[src/dcflm_pkg.sv]
// ----------------------------------------------------------------------------
// DC-blocked frame level meter: shared definitions
// Field widths, reset constants and the status bundle of the serial units.
// ----------------------------------------------------------------------------
package dcflm_pkg;

    localparam int SAMPLE_W = 16;               // raw PCM sample
    localparam int POLE_W   = 16;               // pole coefficient, unsigned Q0.16
    localparam int Y_W      = 34;               // filter output, signed Q18.16
    localparam int SUM_W    = 40;               // sum of squares
    localparam int LEVEL_W  = 15;               // rms and peak levels
    localparam int INDEX_W  = 32;               // frame index
    localparam int COUNT_W  = 10;               // sample count field
    localparam int QUO_W    = SUM_W + 2;        // quotient of 4 * sum / count
    localparam int ROOT_W   = QUO_W / 2;        // integer root of that quotient
    localparam int OUT_W    = INDEX_W + 2 * LEVEL_W + COUNT_W;

    localparam logic [POLE_W-1:0] POLE_RESET = 16'd62915;

    // Status of a multi-cycle serial unit.
    typedef struct packed {
        logic busy;
        logic done;
    } unit_stat_t;

endpackage

[src/dcflm_mul.sv]
// ----------------------------------------------------------------------------
// DC-blocked frame level meter: serial multiplier
// Unsigned 16-bit multiplier times signed 34-bit multiplicand, one multiplier
// bit per cycle, least significant bit first.
// ----------------------------------------------------------------------------
module dcflm_mul (
    input  logic                                    clk,
    input  logic                                    rst_n,
    input  logic                                    start,
    input  logic        [dcflm_pkg::POLE_W-1:0]     mplier,
    input  logic signed [dcflm_pkg::Y_W-1:0]        mcand,
    output dcflm_pkg::unit_stat_t                   stat,
    output logic signed [dcflm_pkg::Y_W-1:0]        prod_hi,
    output logic        [dcflm_pkg::POLE_W-1:0]     prod_lo
);

    localparam int A_W   = dcflm_pkg::POLE_W;
    localparam int B_W   = dcflm_pkg::Y_W;
    localparam int CNT_W = $clog2(A_W);

    logic signed [B_W:0]   acc_reg, acc_next;
    logic        [A_W-1:0] lo_reg, lo_next;
    logic        [A_W-1:0] mr_reg, mr_next;
    logic signed [B_W-1:0] md_reg, md_next;
    logic        [CNT_W-1:0] cnt_reg, cnt_next;
    logic                  busy_reg, busy_next;
    logic                  done_reg, done_next;

    logic signed [B_W:0]   addend;
    logic signed [B_W:0]   sum;

    // The partial product stays within twice the multiplicand, so one guard
    // bit is enough.
    assign addend = mr_reg[0] ? {md_reg[B_W-1], md_reg} : '0;
    assign sum    = acc_reg + addend;

    always_comb
    begin
        acc_next  = acc_reg;
        lo_next   = lo_reg;
        mr_next   = mr_reg;
        md_next   = md_reg;
        cnt_next  = cnt_reg;
        busy_next = busy_reg;
        done_next = 1'b0;
        if (start)
        begin
            acc_next  = '0;
            lo_next   = '0;
            mr_next   = mplier;
            md_next   = mcand;
            cnt_next  = '0;
            busy_next = 1'b1;
        end
        else if (busy_reg)
        begin
            acc_next = {sum[B_W], sum[B_W:1]};
            lo_next  = {sum[0], lo_reg[A_W-1:1]};
            mr_next  = {1'b0, mr_reg[A_W-1:1]};
            cnt_next = cnt_reg + 1'b1;
            if (cnt_reg == CNT_W'(A_W - 1))
            begin
                busy_next = 1'b0;
                done_next = 1'b1;
            end
        end
    end

    always_ff @(posedge clk or negedge rst_n)
    begin
        if (!rst_n)
        begin
            cnt_reg  <= '0;
            busy_reg <= 1'b0;
            done_reg <= 1'b0;
        end
        else
        begin
            cnt_reg  <= cnt_next;
            busy_reg <= busy_next;
            done_reg <= done_next;
        end
    end

    always_ff @(posedge clk)
    begin
        acc_reg <= acc_next;
        lo_reg  <= lo_next;
        mr_reg  <= mr_next;
        md_reg  <= md_next;
    end

    assign stat.busy = busy_reg;
    assign stat.done = done_reg;
    assign prod_hi   = acc_reg[B_W-1:0];
    assign prod_lo   = lo_reg;

endmodule

[src/dcflm_div.sv]
// ----------------------------------------------------------------------------
// DC-blocked frame level meter: serial divider
// Restoring division of a 42-bit dividend by the frame length, one quotient
// bit per cycle.
// ----------------------------------------------------------------------------
module dcflm_div #(
    parameter int DIV_W = 10
) (
    input  logic                             clk,
    input  logic                             rst_n,
    input  logic                             start,
    input  logic [dcflm_pkg::QUO_W-1:0]      dividend,
    input  logic [DIV_W-1:0]                 divisor,
    output dcflm_pkg::unit_stat_t            stat,
    output logic [dcflm_pkg::QUO_W-1:0]      quotient
);

    localparam int Q_W   = dcflm_pkg::QUO_W;
    localparam int CNT_W = $clog2(Q_W);

    logic [Q_W-1:0]   q_reg, q_next;
    logic [DIV_W-1:0] rem_reg, rem_next;
    logic [DIV_W-1:0] d_reg, d_next;
    logic [CNT_W-1:0] cnt_reg, cnt_next;
    logic             busy_reg, busy_next;
    logic             done_reg, done_next;

    logic [DIV_W:0]   trial;
    logic [DIV_W:0]   diff;
    logic             fits;

    // The remainder stays below the divisor, so the trial value is below
    // twice the divisor and one subtraction settles each bit.
    assign trial = {rem_reg, q_reg[Q_W-1]};
    assign diff  = trial - {1'b0, d_reg};
    assign fits  = trial >= {1'b0, d_reg};

    always_comb
    begin
        q_next    = q_reg;
        rem_next  = rem_reg;
        d_next    = d_reg;
        cnt_next  = cnt_reg;
        busy_next = busy_reg;
        done_next = 1'b0;
        if (start)
        begin
            q_next    = dividend;
            rem_next  = '0;
            d_next    = divisor;
            cnt_next  = '0;
            busy_next = 1'b1;
        end
        else if (busy_reg)
        begin
            q_next   = {q_reg[Q_W-2:0], fits};
            rem_next = fits ? diff[DIV_W-1:0] : trial[DIV_W-1:0];
            cnt_next = cnt_reg + 1'b1;
            if (cnt_reg == CNT_W'(Q_W - 1))
            begin
                busy_next = 1'b0;
                done_next = 1'b1;
            end
        end
    end

    always_ff @(posedge clk or negedge rst_n)
    begin
        if (!rst_n)
        begin
            cnt_reg  <= '0;
            busy_reg <= 1'b0;
            done_reg <= 1'b0;
        end
        else
        begin
            cnt_reg  <= cnt_next;
            busy_reg <= busy_next;
            done_reg <= done_next;
        end
    end

    always_ff @(posedge clk)
    begin
        q_reg   <= q_next;
        rem_reg <= rem_next;
        d_reg   <= d_next;
    end

    assign stat.busy = busy_reg;
    assign stat.done = done_reg;
    assign quotient  = q_reg;

endmodule

[src/dcflm_sqrt.sv]
// ----------------------------------------------------------------------------
// DC-blocked frame level meter: serial square root
// Restoring integer square root of a 42-bit value, one root bit (two
// radicand bits) per cycle.
// ----------------------------------------------------------------------------
module dcflm_sqrt (
    input  logic                             clk,
    input  logic                             rst_n,
    input  logic                             start,
    input  logic [dcflm_pkg::QUO_W-1:0]      radicand,
    output dcflm_pkg::unit_stat_t            stat,
    output logic [dcflm_pkg::ROOT_W-1:0]     root
);

    localparam int Q_W   = dcflm_pkg::QUO_W;
    localparam int R_W   = dcflm_pkg::ROOT_W;
    localparam int REM_W = R_W + 2;
    localparam int CNT_W = $clog2(R_W);

    logic [Q_W-1:0]   rad_reg, rad_next;
    logic [R_W-1:0]   root_reg, root_next;
    logic [REM_W-1:0] rem_reg, rem_next;
    logic [CNT_W-1:0] cnt_reg, cnt_next;
    logic             busy_reg, busy_next;
    logic             done_reg, done_next;

    logic [REM_W+1:0] rem_sh;
    logic [REM_W+1:0] trial;
    logic [REM_W+1:0] diff;
    logic             fits;

    assign rem_sh = {rem_reg, rad_reg[Q_W-1 -: 2]};
    assign trial  = {2'b00, root_reg, 2'b01};
    assign diff   = rem_sh - trial;
    assign fits   = rem_sh >= trial;

    always_comb
    begin
        rad_next  = rad_reg;
        root_next = root_reg;
        rem_next  = rem_reg;
        cnt_next  = cnt_reg;
        busy_next = busy_reg;
        done_next = 1'b0;
        if (start)
        begin
            rad_next  = radicand;
            root_next = '0;
            rem_next  = '0;
            cnt_next  = '0;
            busy_next = 1'b1;
        end
        else if (busy_reg)
        begin
            rad_next  = {rad_reg[Q_W-3:0], 2'b00};
            root_next = {root_reg[R_W-2:0], fits};
            rem_next  = fits ? diff[REM_W-1:0] : rem_sh[REM_W-1:0];
            cnt_next  = cnt_reg + 1'b1;
            if (cnt_reg == CNT_W'(R_W - 1))
            begin
                busy_next = 1'b0;
                done_next = 1'b1;
            end
        end
    end

    always_ff @(posedge clk or negedge rst_n)
    begin
        if (!rst_n)
        begin
            cnt_reg  <= '0;
            busy_reg <= 1'b0;
            done_reg <= 1'b0;
        end
        else
        begin
            cnt_reg  <= cnt_next;
            busy_reg <= busy_next;
            done_reg <= done_next;
        end
    end

    always_ff @(posedge clk)
    begin
        rad_reg  <= rad_next;
        root_reg <= root_next;
        rem_reg  <= rem_next;
    end

    assign stat.busy = busy_reg;
    assign stat.done = done_reg;
    assign root      = root_reg;

endmodule

[src/dc_blocked_frame_level_meter_core.sv]
// ----------------------------------------------------------------------------
// DC-blocked frame level meter
// One-pole DC blocker followed by per-frame RMS, peak and sample count.
// ----------------------------------------------------------------------------
//
// Channel  Direction  Handshake            Payload
// -------  ---------  -------------------  -------------------------------------
// cfg      in         cfg_valid/cfg_ready  cfg_data: pole coefficient (Q0.16)
// s        in         s_tvalid/s_tready    s_tdata: sample, s_tlast: frame end
// m        out        m_tvalid/m_tready    m_tdata: index, rms, peak, count
//
// A sample word is taken only in the idle state, once the last one is through:
// two passes through the 16-step serial multiplier (the filter feedback
// product, then the square) lie between words, and a word that closes a
// frame also waits for its handover. A closed frame is handed to the back
// end, where the divider and then the square root form the result word
// while the next frame's samples are already being filtered.
// The result word waits in an output register; the front end stalls only if
// a second frame closes while the back end still holds the previous one.
// Reset clears control, filter and frame state at once, with no clearing pass.
//
module dc_blocked_frame_level_meter_core #(
    parameter int MAX_FRAME = 512
) (
    input  logic                              clk,
    input  logic                              rst_n,
    // Configuration write channel
    input  logic                              cfg_valid,
    output logic                              cfg_ready,
    input  logic [dcflm_pkg::POLE_W-1:0]      cfg_data,     // [15:0] pole_coefficient
    // Sample stream
    input  logic                              s_tvalid,
    output logic                              s_tready,
    input  logic [dcflm_pkg::SAMPLE_W-1:0]    s_tdata,      // [15:0] sample
    input  logic                              s_tlast,      // frame_end
    // Frame result stream
    output logic                              m_tvalid,
    input  logic                              m_tready,
    output logic [dcflm_pkg::OUT_W-1:0]       m_tdata       // [31:0] frame_index,
                                                            // [46:32] rms_level,
                                                            // [61:47] peak_level,
                                                            // [71:62] sample_count
);

    localparam int SAMPLE_W = dcflm_pkg::SAMPLE_W;
    localparam int POLE_W   = dcflm_pkg::POLE_W;
    localparam int Y_W      = dcflm_pkg::Y_W;
    localparam int SUM_W    = dcflm_pkg::SUM_W;
    localparam int LEVEL_W  = dcflm_pkg::LEVEL_W;
    localparam int INDEX_W  = dcflm_pkg::INDEX_W;
    localparam int COUNT_W  = dcflm_pkg::COUNT_W;
    localparam int QUO_W    = dcflm_pkg::QUO_W;
    localparam int ROOT_W   = dcflm_pkg::ROOT_W;
    localparam int OUT_W    = dcflm_pkg::OUT_W;
    localparam int CNT_W    = $clog2(MAX_FRAME + 1);
    localparam int FL_W     = Y_W - POLE_W;             // integer part of y
    localparam int SQ_W     = 2 * SAMPLE_W;             // width of one square

    // Front end: filter and frame statistics for one sample at a time.
    typedef enum logic [6:0] {
        F_IDLE = 7'b0000001,
        F_FB   = 7'b0000010,
        F_FILT = 7'b0000100,
        F_STAT = 7'b0001000,
        F_SQ   = 7'b0010000,
        F_ACC  = 7'b0100000,
        F_HAND = 7'b1000000
    } fe_state_t;

    // Back end: mean, root and result delivery for one closed frame.
    typedef enum logic [3:0] {
        B_IDLE = 4'b0001,
        B_DIV  = 4'b0010,
        B_SQRT = 4'b0100,
        B_OUT  = 4'b1000
    } be_state_t;

    fe_state_t                   f_state_reg, f_state_next;
    be_state_t                   be_state_reg, be_state_next;

    logic        [POLE_W-1:0]    pole_reg, pole_next;
    logic signed [SAMPLE_W-1:0]  x_reg, x_next;
    logic                        last_reg, last_next;
    logic signed [SAMPLE_W-1:0]  px_reg, px_next;
    logic signed [Y_W-1:0]       py_reg, py_next;
    logic        [SUM_W-1:0]     sum_reg, sum_next;
    logic        [LEVEL_W-1:0]   peak_reg, peak_next;
    logic        [CNT_W-1:0]     cnt_reg, cnt_next;
    logic        [INDEX_W-1:0]   fidx_reg, fidx_next;

    logic        [LEVEL_W-1:0]   be_peak_reg, be_peak_next;
    logic        [CNT_W-1:0]     be_cnt_reg, be_cnt_next;
    logic        [INDEX_W-1:0]   be_idx_reg, be_idx_next;

    logic                        m_tvalid_reg, m_tvalid_next;
    logic        [OUT_W-1:0]     m_tdata_reg, m_tdata_next;

    // Serial unit connections
    logic                        mul_start;
    logic        [POLE_W-1:0]    mul_a;
    logic signed [Y_W-1:0]       mul_b;
    dcflm_pkg::unit_stat_t       mul_stat;
    logic signed [Y_W-1:0]       mul_hi;
    logic        [POLE_W-1:0]    mul_lo;

    logic                        div_start;
    dcflm_pkg::unit_stat_t       div_stat;
    logic        [QUO_W-1:0]     div_q;

    logic                        sqrt_start;
    dcflm_pkg::unit_stat_t       sqrt_stat;
    logic        [ROOT_W-1:0]    sqrt_root;

    // Datapath signals
    logic                        accept;
    logic                        handoff;
    logic                        out_load;
    logic signed [Y_W:0]         fb;
    logic signed [SAMPLE_W:0]    dx;
    logic signed [Y_W+1:0]       y_wide;
    logic        [2:0]           y_top;
    logic signed [Y_W-1:0]       y_sat;
    logic signed [FL_W-1:0]      y_floor;
    logic signed [FL_W-1:0]      y_trunc;
    logic        [FL_W-SAMPLE_W:0] t_top;
    logic signed [SAMPLE_W-1:0]  s16;
    logic        [SAMPLE_W-1:0]  abs16;
    logic        [LEVEL_W-1:0]   mag;
    logic        [SQ_W-1:0]      sq;
    logic        [SUM_W:0]       sum_add;
    logic        [CNT_W-1:0]     cnt_inc;
    logic                        frame_close;
    logic        [ROOT_W:0]      root_inc;
    logic        [ROOT_W-1:0]    rms_wide;
    logic        [LEVEL_W-1:0]   rms;
    logic        [CNT_W+COUNT_W-1:0] cnt_ext;

    assign accept    = s_tvalid & s_tready;
    assign s_tready  = (f_state_reg == F_IDLE);
    assign cfg_ready = 1'b1;
    assign handoff   = (f_state_reg == F_HAND) && (be_state_reg == B_IDLE);

    // ------------------------------------------------------------------
    // Filter: y = (x - prev_x) * 2^16 + round(R * prev_y / 2^16), where the
    // rounding adds one half and takes the floor. The multiplier returns
    // the product split at bit 16, so the rounding is the top low bit.
    // ------------------------------------------------------------------
    assign fb     = {mul_hi[Y_W-1], mul_hi} + (Y_W + 1)'(mul_lo[POLE_W-1]);
    assign dx     = {x_reg[SAMPLE_W-1], x_reg} - {px_reg[SAMPLE_W-1], px_reg};
    assign y_wide = {{(Y_W + 1 - SAMPLE_W - POLE_W){dx[SAMPLE_W]}}, dx, {POLE_W{1'b0}}}
                  + {fb[Y_W], fb};
    assign y_top  = y_wide[Y_W+1:Y_W-1];

    // Saturate to the signed 34-bit range before the value is kept.
    always_comb
    begin
        if (!y_top[2] && (y_top[1:0] != 2'b00))
            y_sat = {1'b0, {(Y_W - 1){1'b1}}};
        else if (y_top[2] && (y_top[1:0] != 2'b11))
            y_sat = {1'b1, {(Y_W - 1){1'b0}}};
        else
            y_sat = y_wide[Y_W-1:0];
    end

    // ------------------------------------------------------------------
    // Statistics value: y truncated toward zero, then saturated to 16 bits.
    // The magnitude used for the square keeps 32768; the peak saturates it.
    // ------------------------------------------------------------------
    assign y_floor = py_reg[Y_W-1:POLE_W];
    assign y_trunc = y_floor + FL_W'(py_reg[Y_W-1] & (|py_reg[POLE_W-1:0]));
    assign t_top   = y_trunc[FL_W-1:SAMPLE_W-1];

    always_comb
    begin
        if (!t_top[FL_W-SAMPLE_W] && (|t_top))
            s16 = {1'b0, {(SAMPLE_W - 1){1'b1}}};
        else if (t_top[FL_W-SAMPLE_W] && !(&t_top))
            s16 = {1'b1, {(SAMPLE_W - 1){1'b0}}};
        else
            s16 = y_trunc[SAMPLE_W-1:0];
    end

    assign abs16 = s16[SAMPLE_W-1] ? (~s16 + 1'b1) : s16;
    assign mag   = abs16[SAMPLE_W-1] ? {LEVEL_W{1'b1}} : abs16[LEVEL_W-1:0];

    // The multiplier is shared: the feedback product starts on acceptance,
    // the square starts once the new output is known.
    assign mul_start = accept | (f_state_reg == F_STAT);
    assign mul_a     = (f_state_reg == F_STAT) ? abs16 : pole_reg;
    assign mul_b     = (f_state_reg == F_STAT) ? {{(Y_W - SAMPLE_W){1'b0}}, abs16} : py_reg;

    // Accumulation; the sum can only saturate with frames of 1024 samples or more.
    assign sq          = {mul_hi[SQ_W-POLE_W-1:0], mul_lo};
    assign sum_add     = {1'b0, sum_reg} + (SUM_W + 1)'(sq);
    assign cnt_inc     = cnt_reg + 1'b1;
    assign frame_close = last_reg || (cnt_inc == CNT_W'(MAX_FRAME));

    // ------------------------------------------------------------------
    // Front end sequencing
    // ------------------------------------------------------------------
    always_comb
    begin
        f_state_next = f_state_reg;
        pole_next    = cfg_valid ? cfg_data : pole_reg;
        x_next       = x_reg;
        last_next    = last_reg;
        px_next      = px_reg;
        py_next      = py_reg;
        sum_next     = sum_reg;
        peak_next    = peak_reg;
        cnt_next     = cnt_reg;
        fidx_next    = fidx_reg;
        be_peak_next = be_peak_reg;
        be_cnt_next  = be_cnt_reg;
        be_idx_next  = be_idx_reg;

        unique case (f_state_reg)
            F_IDLE:
            begin
                if (accept)
                begin
                    x_next       = signed'(s_tdata);
                    last_next    = s_tlast;
                    f_state_next = F_FB;
                end
            end
            F_FB:
            begin
                if (mul_stat.done)
                    f_state_next = F_FILT;
            end
            F_FILT:
            begin
                px_next      = x_reg;
                py_next      = y_sat;
                f_state_next = F_STAT;
            end
            F_STAT:
            begin
                if (mag > peak_reg)
                    peak_next = mag;
                f_state_next = F_SQ;
            end
            F_SQ:
            begin
                if (mul_stat.done)
                    f_state_next = F_ACC;
            end
            F_ACC:
            begin
                sum_next     = sum_add[SUM_W] ? {SUM_W{1'b1}} : sum_add[SUM_W-1:0];
                cnt_next     = cnt_inc;
                f_state_next = frame_close ? F_HAND : F_IDLE;
            end
            F_HAND:
            begin
                // The divider takes the sum directly; the rest is kept for
                // the result word.
                if (handoff)
                begin
                    be_peak_next = peak_reg;
                    be_cnt_next  = cnt_reg;
                    be_idx_next  = fidx_reg;
                    sum_next     = '0;
                    peak_next    = '0;
                    cnt_next     = '0;
                    fidx_next    = fidx_reg + 1'b1;
                    f_state_next = F_IDLE;
                end
            end
            default:
            begin
                f_state_next = F_IDLE;
            end
        endcase
    end

    // ------------------------------------------------------------------
    // Back end: rms = round(sqrt(sum / n)) with ties away from zero. That is
    // the largest r with (2r - 1)^2 <= floor(4 * sum / n); with
    // k = isqrt(floor(4 * sum / n)) it equals (k + 1) / 2.
    // ------------------------------------------------------------------
    assign div_start  = handoff;
    assign sqrt_start = (be_state_reg == B_DIV) && div_stat.done;
    assign root_inc   = {1'b0, sqrt_root} + 1'b1;
    assign rms_wide   = root_inc[ROOT_W:1];
    assign rms        = (|rms_wide[ROOT_W-1:LEVEL_W]) ? {LEVEL_W{1'b1}}
                                                      : rms_wide[LEVEL_W-1:0];
    assign cnt_ext    = {{COUNT_W{1'b0}}, be_cnt_reg};
    assign out_load   = (be_state_reg == B_OUT) && (!m_tvalid_reg || m_tready);

    always_comb
    begin
        be_state_next = be_state_reg;
        unique case (be_state_reg)
            B_IDLE:
            begin
                if (handoff)
                    be_state_next = B_DIV;
            end
            B_DIV:
            begin
                if (div_stat.done)
                    be_state_next = B_SQRT;
            end
            B_SQRT:
            begin
                if (sqrt_stat.done)
                    be_state_next = B_OUT;
            end
            B_OUT:
            begin
                if (out_load)
                    be_state_next = B_IDLE;
            end
            default:
            begin
                be_state_next = B_IDLE;
            end
        endcase
    end

    // Output register: the result word waits here until it is taken.
    always_comb
    begin
        m_tdata_next  = m_tdata_reg;
        m_tvalid_next = m_tvalid_reg;
        if (out_load)
        begin
            m_tdata_next  = {cnt_ext[COUNT_W-1:0], be_peak_reg, rms, be_idx_reg};
            m_tvalid_next = 1'b1;
        end
        else if (m_tready)
        begin
            m_tvalid_next = 1'b0;
        end
    end

    always_ff @(posedge clk or negedge rst_n)
    begin
        if (!rst_n)
        begin
            f_state_reg  <= F_IDLE;
            be_state_reg <= B_IDLE;
            pole_reg     <= dcflm_pkg::POLE_RESET;
            px_reg       <= '0;
            py_reg       <= '0;
            sum_reg      <= '0;
            peak_reg     <= '0;
            cnt_reg      <= '0;
            fidx_reg     <= '0;
            m_tvalid_reg <= 1'b0;
        end
        else
        begin
            f_state_reg  <= f_state_next;
            be_state_reg <= be_state_next;
            pole_reg     <= pole_next;
            px_reg       <= px_next;
            py_reg       <= py_next;
            sum_reg      <= sum_next;
            peak_reg     <= peak_next;
            cnt_reg      <= cnt_next;
            fidx_reg     <= fidx_next;
            m_tvalid_reg <= m_tvalid_next;
        end
    end

    always_ff @(posedge clk)
    begin
        x_reg       <= x_next;
        last_reg    <= last_next;
        be_peak_reg <= be_peak_next;
        be_cnt_reg  <= be_cnt_next;
        be_idx_reg  <= be_idx_next;
        m_tdata_reg <= m_tdata_next;
    end

    assign m_tvalid = m_tvalid_reg;
    assign m_tdata  = m_tdata_reg;

    // ------------------------------------------------------------------
    // Serial units
    // ------------------------------------------------------------------
    dcflm_mul u_mul (
        .clk     (clk),
        .rst_n   (rst_n),
        .start   (mul_start),
        .mplier  (mul_a),
        .mcand   (mul_b),
        .stat    (mul_stat),
        .prod_hi (mul_hi),
        .prod_lo (mul_lo)
    );

    dcflm_div #(
        .DIV_W (CNT_W)
    ) u_div (
        .clk      (clk),
        .rst_n    (rst_n),
        .start    (div_start),
        .dividend ({sum_reg, 2'b00}),
        .divisor  (cnt_reg),
        .stat     (div_stat),
        .quotient (div_q)
    );

    dcflm_sqrt u_sqrt (
        .clk      (clk),
        .rst_n    (rst_n),
        .start    (sqrt_start),
        .radicand (div_q),
        .stat     (sqrt_stat),
        .root     (sqrt_root)
    );

`ifndef SYNTHESIS
    // The shared multiplier is never restarted in the middle of a product.
    a_mul_free: assert property (@(posedge clk) disable iff (!rst_n)
        mul_start |-> !mul_stat.busy)
        else $error("multiplier started while busy");

    // A frame is handed over only when the divider has finished the last one.
    a_div_free: assert property (@(posedge clk) disable iff (!rst_n)
        div_start |-> !div_stat.busy)
        else $error("divider started while busy");

    a_sqrt_free: assert property (@(posedge clk) disable iff (!rst_n)
        sqrt_start |-> !sqrt_stat.busy)
        else $error("square root started while busy");

    // After a handover the next frame starts from empty accumulators.
    a_frame_clear: assert property (@(posedge clk) disable iff (!rst_n)
        handoff |=> (cnt_reg == '0) && (sum_reg == '0) && (peak_reg == '0))
        else $error("accumulators not cleared after frame close");

    // An open frame never holds a full frame of samples.
    a_count_bound: assert property (@(posedge clk) disable iff (!rst_n)
        (f_state_reg == F_IDLE) |-> (cnt_reg < CNT_W'(MAX_FRAME)))
        else $error("frame count reached its limit without closing");
`endif

endmodule

[config.mk]
export PLATFORM = sky130hd
export DESIGN_NAME = dc_blocked_frame_level_meter_core
export DESIGN_NICKNAME = d
export VERILOG_FILES = /design/src/dcflm_pkg.sv /design/src/dcflm_mul.sv /design/src/dcflm_div.sv /design/src/dcflm_sqrt.sv /design/src/dc_blocked_frame_level_meter_core.sv
export SDC_FILE = /design/constraint.sdc
export NUM_CORES = 1
export LEC_CHECK = 0
export BUFFER_PORTS_ARGS = -buffer_cell sky130_fd_sc_hd__buf_2
export CORE_MARGIN = 10
export CORE_UTILIZATION = 58
export CTS_CLUSTER_SIZE = 12
export DETAILED_ROUTE_END_ITERATION = 16
export GPL_TIMING_DRIVEN = 0
export PLACE_DENSITY = 0.75
export SYNTH_ARGS = -nofsm -noshare
export SYNTH_HDL_FRONTEND = slang
export SYNTH_SLANG_ARGS = --single-unit
[constraint.sdc]
create_clock -name clk -period 6.4 [get_ports clk]
set_input_delay 0.96 -clock clk [delete_from_list [all_inputs] [get_ports clk]]
set_output_delay 0.96 -clock clk [all_outputs]
set_load 0.02 [all_outputs]
==> results.md, run 1 <==
- The run finished with clean final reports.
- The worst setup path is captured at a flop.
- The clock arrives with 0.06254 ns of skew.
- The sum of met3 wire segment lengths after detailed routing is about 4000 um.
- Timing would allow up to 164.5 MHz.
- After layout, the minimum clock period comes to 6.080 ns.
- By count the netlist is led by 460 x sky130_fd_sc_hd__nand2_1, 278 x sky130_fd_sc_hd__edfxtp_1, 253 x sky130_fd_sc_hd__nor2_1.
- In this run the biggest area consumer among cell types represents 26.42% of the synthesized area.
- The cell area that synthesis handed to floorplanning was 31600 sq um.
- The total wire length is around 80000 um.
- The global-route wire length before repair is 128100 um.
- Counting flops and latches in the post-synthesis netlist gives 580.
- After legalization and detailed placement, the total HPWL measured approximately 60000 um.
- The final-report setup violation count is 0.
- STA puts the critical path data arrival time at 6.58 ns.
- In the global route stage, overall resource usage came out at ~25%.
- The ratio of cells with drive above 1 in the final layout is 9.700%.
- The largest individual stage delay along the critical path comes from the cell sky130_fd_sc_hd__dfrtp_1.
- The number of clock sinks is 580.
- Summing the areas of all xor and xnor instances in the mapped netlist gives 5.354% of the synthesized area.
- The first-iteration detailed-routing DRC count is 1889.
- The highest metal layer with signal wires is met4.
- Of the total synthesized cell area, the portion taken by AND, OR, NAND and NOR gates is roughly 18%.
- The clock tree from TritonCTS is yes.
- Ranked by total cell area, the synthesized netlist is headed by sky130_fd_sc_hd__edfxtp_1 26%, sky130_fd_sc_hd__dfrtp_1 15%, sky130_fd_sc_hd__dfxtp_1 6.7%.
- The most frequent cell after synthesis is sky130_fd_sc_hd__nand2_1.
- Yosys mapped a number of flops with a built-in enable equal to 278.
- After Yosys synthesis, full adders, half adders and majority gates account for 6.629% of the synthesized area.
- At the pin with the least slew margin, the transition time is 1.006 ns.
- Dividing the synthesized area by the synthesized cell count gives 9.791 sq um.
- The detailed router placed 24.89k vias in this run.
- The worst slew slack as a fraction of its limit is 32.45%.
- The floorplan step defined a die boundary enclosing 64210 sq um.
- The repair_antennas step left the layout with diodes totalling 0.
- On the critical path the largest part of the delay comes from compound AO/OA/AOI/OAI gates.
- The die is between 200 and 300 um tall.
- The count of nets after finishing is approximately 3.6k.
- Sequential elements use 48.71% of the synthesized area.
- No sink is reached through more buffers than the 3 on the longest clock path.
- Once placement finished, the instance area stood at 33150 sq um.
- The core region is 53920 sq um.
- Max-cap violations in this run came to 0.
- In this run the worst hold path is classified as in -> async.
- The number of warnings issued by yosys is 0.
- The number of search-and-repair iterations in the first detailed-routing pass is 7.
- Hold is met by a little over 0.3 ns.
- The portion of the clock cycle consumed by the worst path in the final layout is 95.01%.
- The number of placement rows is 85.
- The number of pins exceeding their max-slew limit in the final report is 0.
- The mux cell area share after synthesis is 3.651%.
- The most area-hungry cell type in the Yosys netlist is sky130_fd_sc_hd__edfxtp_1.
- Across the VDD grid, the largest voltage drop is 0.2453 mV.
- After detailed routing, the number of remaining DRC violations is 0.
- The area of all placed cells without fillers is 35270 sq um.
- Clock-pin slew was measured on the worst setup and hold paths at 0.06 ns.
- At the end of the flow the core is filled with cells to 65.42%.
- The count of port buffers added during placement is 110.
- Routability-driven placement finished with a final weighted congestion of 0.9565.
- The number of global-route vias before repair came to 24.64k.
- For this configuration, the core starts out at a cell density of 58.60%.
- The maximum number of pins on one net before global-route repair is 114.
- The final-report hold violation count is 0.
- The H-tree depth reported by CTS is 2.
- After global routing the overflow that remains totals 0.
- The number of antenna violations at the first check in global routing is 0.
- The type of the worst setup path is reg -> reg.
- The synthesis-to-layout area growth is 11.64%.
- The number of I/O pins is 113.
- Data on the critical path is required at its endpoint by 6.90 ns.
- By area, the combinational part of the netlist is dominated by simple AND/OR/NAND/NOR gates.
- Dividing the detail-routed wire length by the instance count gives 19.34 um.
- The number of cells produced by synthesis is 3227.
- The complex-gate fraction of the synthesized area is roughly 14%.
- Along the worst path, the maximum fanout reaches 10.
- Setup slack on the critical path of the routed design comes to 0.3195 ns.
- Yosys mapped the design onto 105 distinct sky130hd cell types.
- Buffers inserted during clock tree synthesis total 60.
- The critical path contains buffers and inverters numbering 6 combined.
- The startpoint kind of the worst setup timing path is a flop.
- Setup repair after global routing left no endpoint under its margin.
- The analysis attributes to cell leakage a power of 15.42 nW.
- After synthesis, the share of flip-flops with an asynchronous set or reset is 33.79%.
- The met1 wire length is 33170 um.
- The number of nets produced by synthesis is 3430.
- Prior to clock tree synthesis, the placed netlist has a worst setup slack of -0.6717 ns.
- The clock root buffer is sky130_fd_sc_hd__clkbuf_16.
- On the worst path, the slowest cell contributes a delay of 0.44 ns.
- The number of flip-flops under the largest register name is 72.
- The count of nets left with antenna violations once routing finished came out at 0.
- The routed design uses 40280 um of met2 wire.
- Dividing total power by cell area gives a power density of ~310 nW/um^2.
- The overall die width is 253.4 um.
- The routed via count divided by cell count is 5.982.
- The dominant synthesized flop cell is sky130_fd_sc_hd__edfxtp_1.
- For the worst-skew pair, the clock arrives at the later sink with an insertion delay of ~0.65 ns.
## cell families (layout without fill, tap and decap cells)
| kind of cell | count (synthesis) | count (layout) |
|---|---|---|
| other | 1 | 1 |
| flip-flops | 580 | 580 |
| XOR/XNOR | 191 | 191 |
| buffers and inverters | 269 | 506 |
| adder cells (fa/ha/maj) | 165 | 165 |
| multiplexers | 113 | 113 |
| AND/OR/NAND/NOR | 1187 | 1187 |
| AO/OA/AOI/OAI | 721 | 721 |
## metal layers
| metal | vias up | global-route usage (%) |
|---|---|---|
| met3 | 176 | 3.373 |
| met5 | - | 0 |
| met1 | 12017 | 29.81 |
| met4 | 0 | 9.738 |
| li1 | 11941 | - |
| met2 | 751 | 43.52 |
## power breakdown
group	internal [W]	total, W	switching [W]
clock network	0.00200	0.00349	0.00148
logic	0.00121	0.00303	0.00182
registers	0.00421	0.00450	0.000289
total	0.00742	0.0110	0.00359
## cell type report
cell class                 instances  area [sq um]
timing repair buffer             123         723.2
buffer                           143         624.3
tap                              696         870.8
multi-input combinational       2378         15210
clock inverter                    17         229.0
inverter                         126         473.0
clock buffer                      97          1753
sequential                       580         15390
fill                            4342         18650
## placed cells by master (no fill, tap or decap), types with 44 or more instances in the layout
master                      synthesis  routed
sky130_fd_sc_hd__dfrtp_1          184     184
sky130_fd_sc_hd__a31oi_1           45      44
sky130_fd_sc_hd__and2_1            68      68
sky130_fd_sc_hd__inv_1            123     122
sky130_fd_sc_hd__nand3_1          125     125
sky130_fd_sc_hd__nor2_1           253     251
sky130_fd_sc_hd__clkbuf_1         104     130
sky130_fd_sc_hd__a21oi_1          222     222
sky130_fd_sc_hd__xnor2_1          135     135
sky130_fd_sc_hd__o21ai_0          163     163
sky130_fd_sc_hd__a21o_1            68      68
sky130_fd_sc_hd__ha_1             161     160
sky130_fd_sc_hd__clkbuf_16          0      62
sky130_fd_sc_hd__buf_2             16     125
sky130_fd_sc_hd__dfxtp_1          106     106
sky130_fd_sc_hd__mux2i_1           95      95
sky130_fd_sc_hd__xor2_1            55      55
sky130_fd_sc_hd__edfxtp_1         278     278
sky130_fd_sc_hd__nor3_1            53      53
sky130_fd_sc_hd__nand2_1          460     458
## worst paths after layout
kind	from	to	slack [ns]	cells after the start
setup reg to reg	py_reg[33]	peak_reg[8]	0.32	28
setup / recovery	py_reg[33]	peak_reg[8]	0.32	28
min in group clk	be_peak_reg[9]	m_tdata[56]	0.42	0
hold reg to reg	be_peak_reg[9]	m_tdata[56]	0.42	0
max in group asynchronous	rst_n	u_div.done_reg	5.06	2
hold / removal	rst_n	px_reg[10]	0.31	1
## metrics by stage
step                power [W]  TNS [ns]  std cells
global placement     0.007436    -7.613       4033
finish                0.01101         0       4160
floorplan            0.006689         0       3227
global route          0.01156         0       4160
CTS                   0.01102         0       4154
detailed placement   0.007517    -8.223       4038
## repair_timing
action                                  4_1_cts  5_1_grt
endpoints found under the setup margin       15       15
pin swaps                                     1        2
resized for setup                             9       10
buffers inserted                              2        6
hold buffers                                  0        0
(Power assumes the default switching activity.)
==> inputs of run 2 (changes only) <==
--- a/config.mk
+++ b/config.mk
@@ -5,6 +5,7 @@
 export SDC_FILE = /design/constraint.sdc
 export NUM_CORES = 1
 export LEC_CHECK = 0
+export ABC_AREA = 1
 export BUFFER_PORTS_ARGS = -buffer_cell sky130_fd_sc_hd__buf_2
 export CORE_MARGIN = 10
 export CORE_UTILIZATION = 58
==> results.md, run 2 <==
- The number of pins exceeding their max-slew limit in the final report is 0.
- The number of flops mapped to enable cells by yosys is about 280.
- The total wire length is a little over 80000 um.
- The global routing met3 resource utilization is 3.902%.
- In this run the vertical extent of the chip is roughly 250 um.
- The number of warnings issued by yosys is 0.
- The dominant synthesized flop cell is sky130_fd_sc_hd__edfxtp_1.
- The clock tree from TritonCTS is yes.
- Data on the critical path arrives at its endpoint at 5.92 ns.
- The first global-routing pass estimated 127200 um of wire.
- In this run the mean area of a mapped cell was 8.690 sq um.
- The largest driver fanout on the critical path is 10.
- The critical path endpoint category is a flop.
- Input and output buffers added on the ports amount to 110.
- After detailed routing, the number of vias per cell comes to 5.581.
- The cell depth of the worst flop-to-flop path is 27.
- Post-CTS timing repair inserted 0 buffers for setup.
- For this design, the sink count on the clock tree is 580.
- The worst setup path is launched from a flop.
- The most congested layer reported by global routing is met2.
- The worst-case IR drop observed on VDD is 0.3020 mV.
- The filler cells instantiated in the layout total around 4.5k.
- For this design, the slowest cell found on the critical path is sky130_fd_sc_hd__nor4_1.
- The number of clock buffers inserted by TritonCTS is ~60.
- In this run the critical register-to-register path is launched from py_reg[4].
- The area share of the largest cell type after synthesis is 26.36%.
- The diode insertion count for antenna repair is 0.
- The clock skew after layout is 0.01038 ns.
- The setup path with the least slack is of type reg -> reg.
- The static leakage power is ~16 nW.
- Global routing used roughly a quarter of the available tracks.
- The most frequent cell after synthesis is sky130_fd_sc_hd__nand2_1.
- The maximum number of pins on one net before global-route repair is between 100 and 150.
- The endpoint required time on the critical path is 6.96 ns.
- The final-report hold violation count is 0.
- The worst min-delay path class is in -> async.
- For this run, the register share of the synthesized area comes to 48.60%.
- For the finished layout, the period the worst path requires is between 5 and 6 ns.
- The library cell used most frequently in the layout, excluding fill and tap cells, is sky130_fd_sc_hd__nand2_1.
- By area the synthesized netlist is led by sky130_fd_sc_hd__edfxtp_1 26%, sky130_fd_sc_hd__dfrtp_1 15%, sky130_fd_sc_hd__nand2_1 8.5%.
- The area inside the core boundary is between 50000 and 60000 sq um.
- The post-route total power is about 0.019 W.
- The most area-hungry cell type in the Yosys netlist is sky130_fd_sc_hd__edfxtp_1.
- For this run, design rule violations remaining after detail routing come to 0.
- The final standard cell count with taps included and fillers excluded is 4573.
- The number of nets produced by synthesis is approximately 3.8k.
- The setup slack of the most critical reg-to-reg path is 1.04 ns.
- The routed layout has 25.52k vias.
- The met2 usage in global routing is 38.40%.
- The portion of the clock cycle consumed by the worst path in the final layout is 83.71%.
- The async set-reset flop share out of synthesis is 33.79%.
- The number of distinct standard cells referenced by the synthesized netlist is 64.
- The max-cap violation count is 0.
- The cell repeated most along the worst path is sky130_fd_sc_hd__nand2_1.
- The clock transition at the registers of the reported paths is 0.06 ns.
- After technology mapping, the gate count stands at 3644.
- The worst hold margin is between 0.3 and 0.4 ns.
- The largest single stage delay on the critical path is 0.48 ns.
- The first-iteration detailed-routing DRC count is 2174.
- The first detailed-routing pass took 6 iterations.
- Once detailed placement completed, the half-perimeter wirelength came to 60930 um.
- Clock latency on the worst-skew pair, taken at its later pin, is between 0.6 and 0.7 ns.
- The number of flip-flops under the largest register name is between 70 and 80.
- At the end of routability-driven placement, the weighted congestion stood at 0.9573.
- The actual slew at the worst max-slew pin is 1.171 ns.
- The final-report setup violation count is 0.
- For met1 alone, demand over resource in global routing was 34.99%.
- The number of placement rows is 85.
- The number of gates resized after cts is 0.
- The netlist area before placement is 31670 sq um.
- The ratio of cells with drive above 1 in the final layout is 8.099%.
- Based on the critical path, the design can be clocked at up to between 150 and 200 MHz.
- The H-tree depth reported by CTS is 2.
- 113 I/O pins were placed.
- In the layout the commonest cells are 716 x sky130_fd_sc_hd__nand2_1, 496 x sky130_fd_sc_hd__inv_1, 291 x sky130_fd_sc_hd__nor2_1.
- The overall die width is around 250 um.
- The worst slew slack as a fraction of its limit is 21.28%.
- Relative to the synthesized area, the layout overhead comes to 11.26%.
- The summed negative setup slack over all endpoints is 0 ns.
- The average wire per standard cell is 17.59 um.
- In this run, synthesis produced a sequential element count of just under 600.
- The run finished with clean final reports.
- The capture instance of the worst register-to-register path is peak_reg[9].
- Counting tap cells, the placed design contains a total of around 4.5k instances.
- The count of nets after finishing is 4027.
- The count of hold-fix buffers inserted at cts is 0.
- The total power density per cell area is 532.3 nW/um^2.
- The overall overflow remaining after global route is 0.
- The number of global-route vias before repair is 23.93k.
- Setup repair after global routing left no endpoint under its margin.
- For this run, the share of the core covered by cells in the final layout is 65.34%.
- The number of antenna violations at the first check in global routing is 0.
- The cell sitting at the root of the clock tree is a sky130_fd_sc_hd__clkbuf_16.
- The die covers approximately 64000 sq um.
- The starting density of the core is 58.73%.
- The remaining number of nets flagged by the antenna check after routing is 0.
- In this run the deepest clock path goes through 3 buffers.
- By count the netlist is led by 717 x sky130_fd_sc_hd__nand2_1, 497 x sky130_fd_sc_hd__inv_1, 292 x sky130_fd_sc_hd__nor2_1.
==> run 2: per-layer routing <==
| metal | vias to the layer above | routed length, um |
|---|---|---|
| li1 | 12642 | - |
| met1 | 11994 | 37150 |
| met2 | 756 | 35850 |
| met3 | 131 | 5368 |
| met4 | 0 | 2078 |
| met5 | - | 0 |
==> run 2: power breakdown <==
part	total [W]	internal (W)	switching, W
logic	0.00955	0.00337	0.00617
registers	0.00570	0.00507	0.000628
clock network	0.00351	0.00205	0.00146
total	0.0188	0.0105	0.00826
==> run 2: worst max-delay path by stage <==
stage / start / to / slack, ns
after floorplan: m_tready / m_tdata[0] / 1.89
after global placement: m_tready / m_tdata[55] / 0.48
after detailed placement: py_reg[4] / peak_reg[9] / 1.17
after CTS: py_reg[4] / peak_reg[9] / 1.14
after global routing: py_reg[4] / peak_reg[9] / 0.64
final: py_reg[4] / peak_reg[9] / 1.04
==> run 2: cell families (layout without fill, tap and decap cells) <==
kind of cell | after synthesis | after routing | synth area share [%]
adder cells (fa/ha/maj) | 165 | 165 | 6.614
AND/OR/NAND/NOR | 1335 | 1335 | 17.95
flip-flops | 580 | 580 | 48.60
other | 1 | 1 | 0.01184
AO/OA/AOI/OAI | 728 | 728 | 13.21
multiplexers | 14 | 14 | 0.4978
XOR/XNOR | 204 | 204 | 5.642
buffers and inverters | 617 | 850 | 7.479
==> run 2: layout make-up <==
type                       instances  area, sq um  area share, %
buffer                           104        447.9          1.271
clock buffer                      92         1714          4.865
clock inverter                    24        264.0         0.7493
inverter                         513         1926          5.465
multi-input combinational       2447        13930          39.52
sequential                       580        15390          43.68
tap                              696        870.8          2.472
timing repair buffer             117        695.7          1.974
==> run 2: worst max-delay path: cells and delay by family, from the launching register on <==
| kind | cells | cell delay, ns |
|---|---|---|
| buffers and inverters | 4 | 0.78 |
| AOI/OAI and AO/OA | 4 | 0.94 |
| and+or+nand+nor | 15 | 2.09 |
| adders and majority gates | 4 | 1.05 |
| DFF | 1 | 0.40 |
==> run 2: stage by stage <==
step                worst slack [ns]  cell area, sq um
floorplan                      1.891             31670
finish                         1.043             35230
global placement              0.4825             33090
CTS                            1.137             35230
detailed placement             1.169             33260
global route                  0.6393             35230
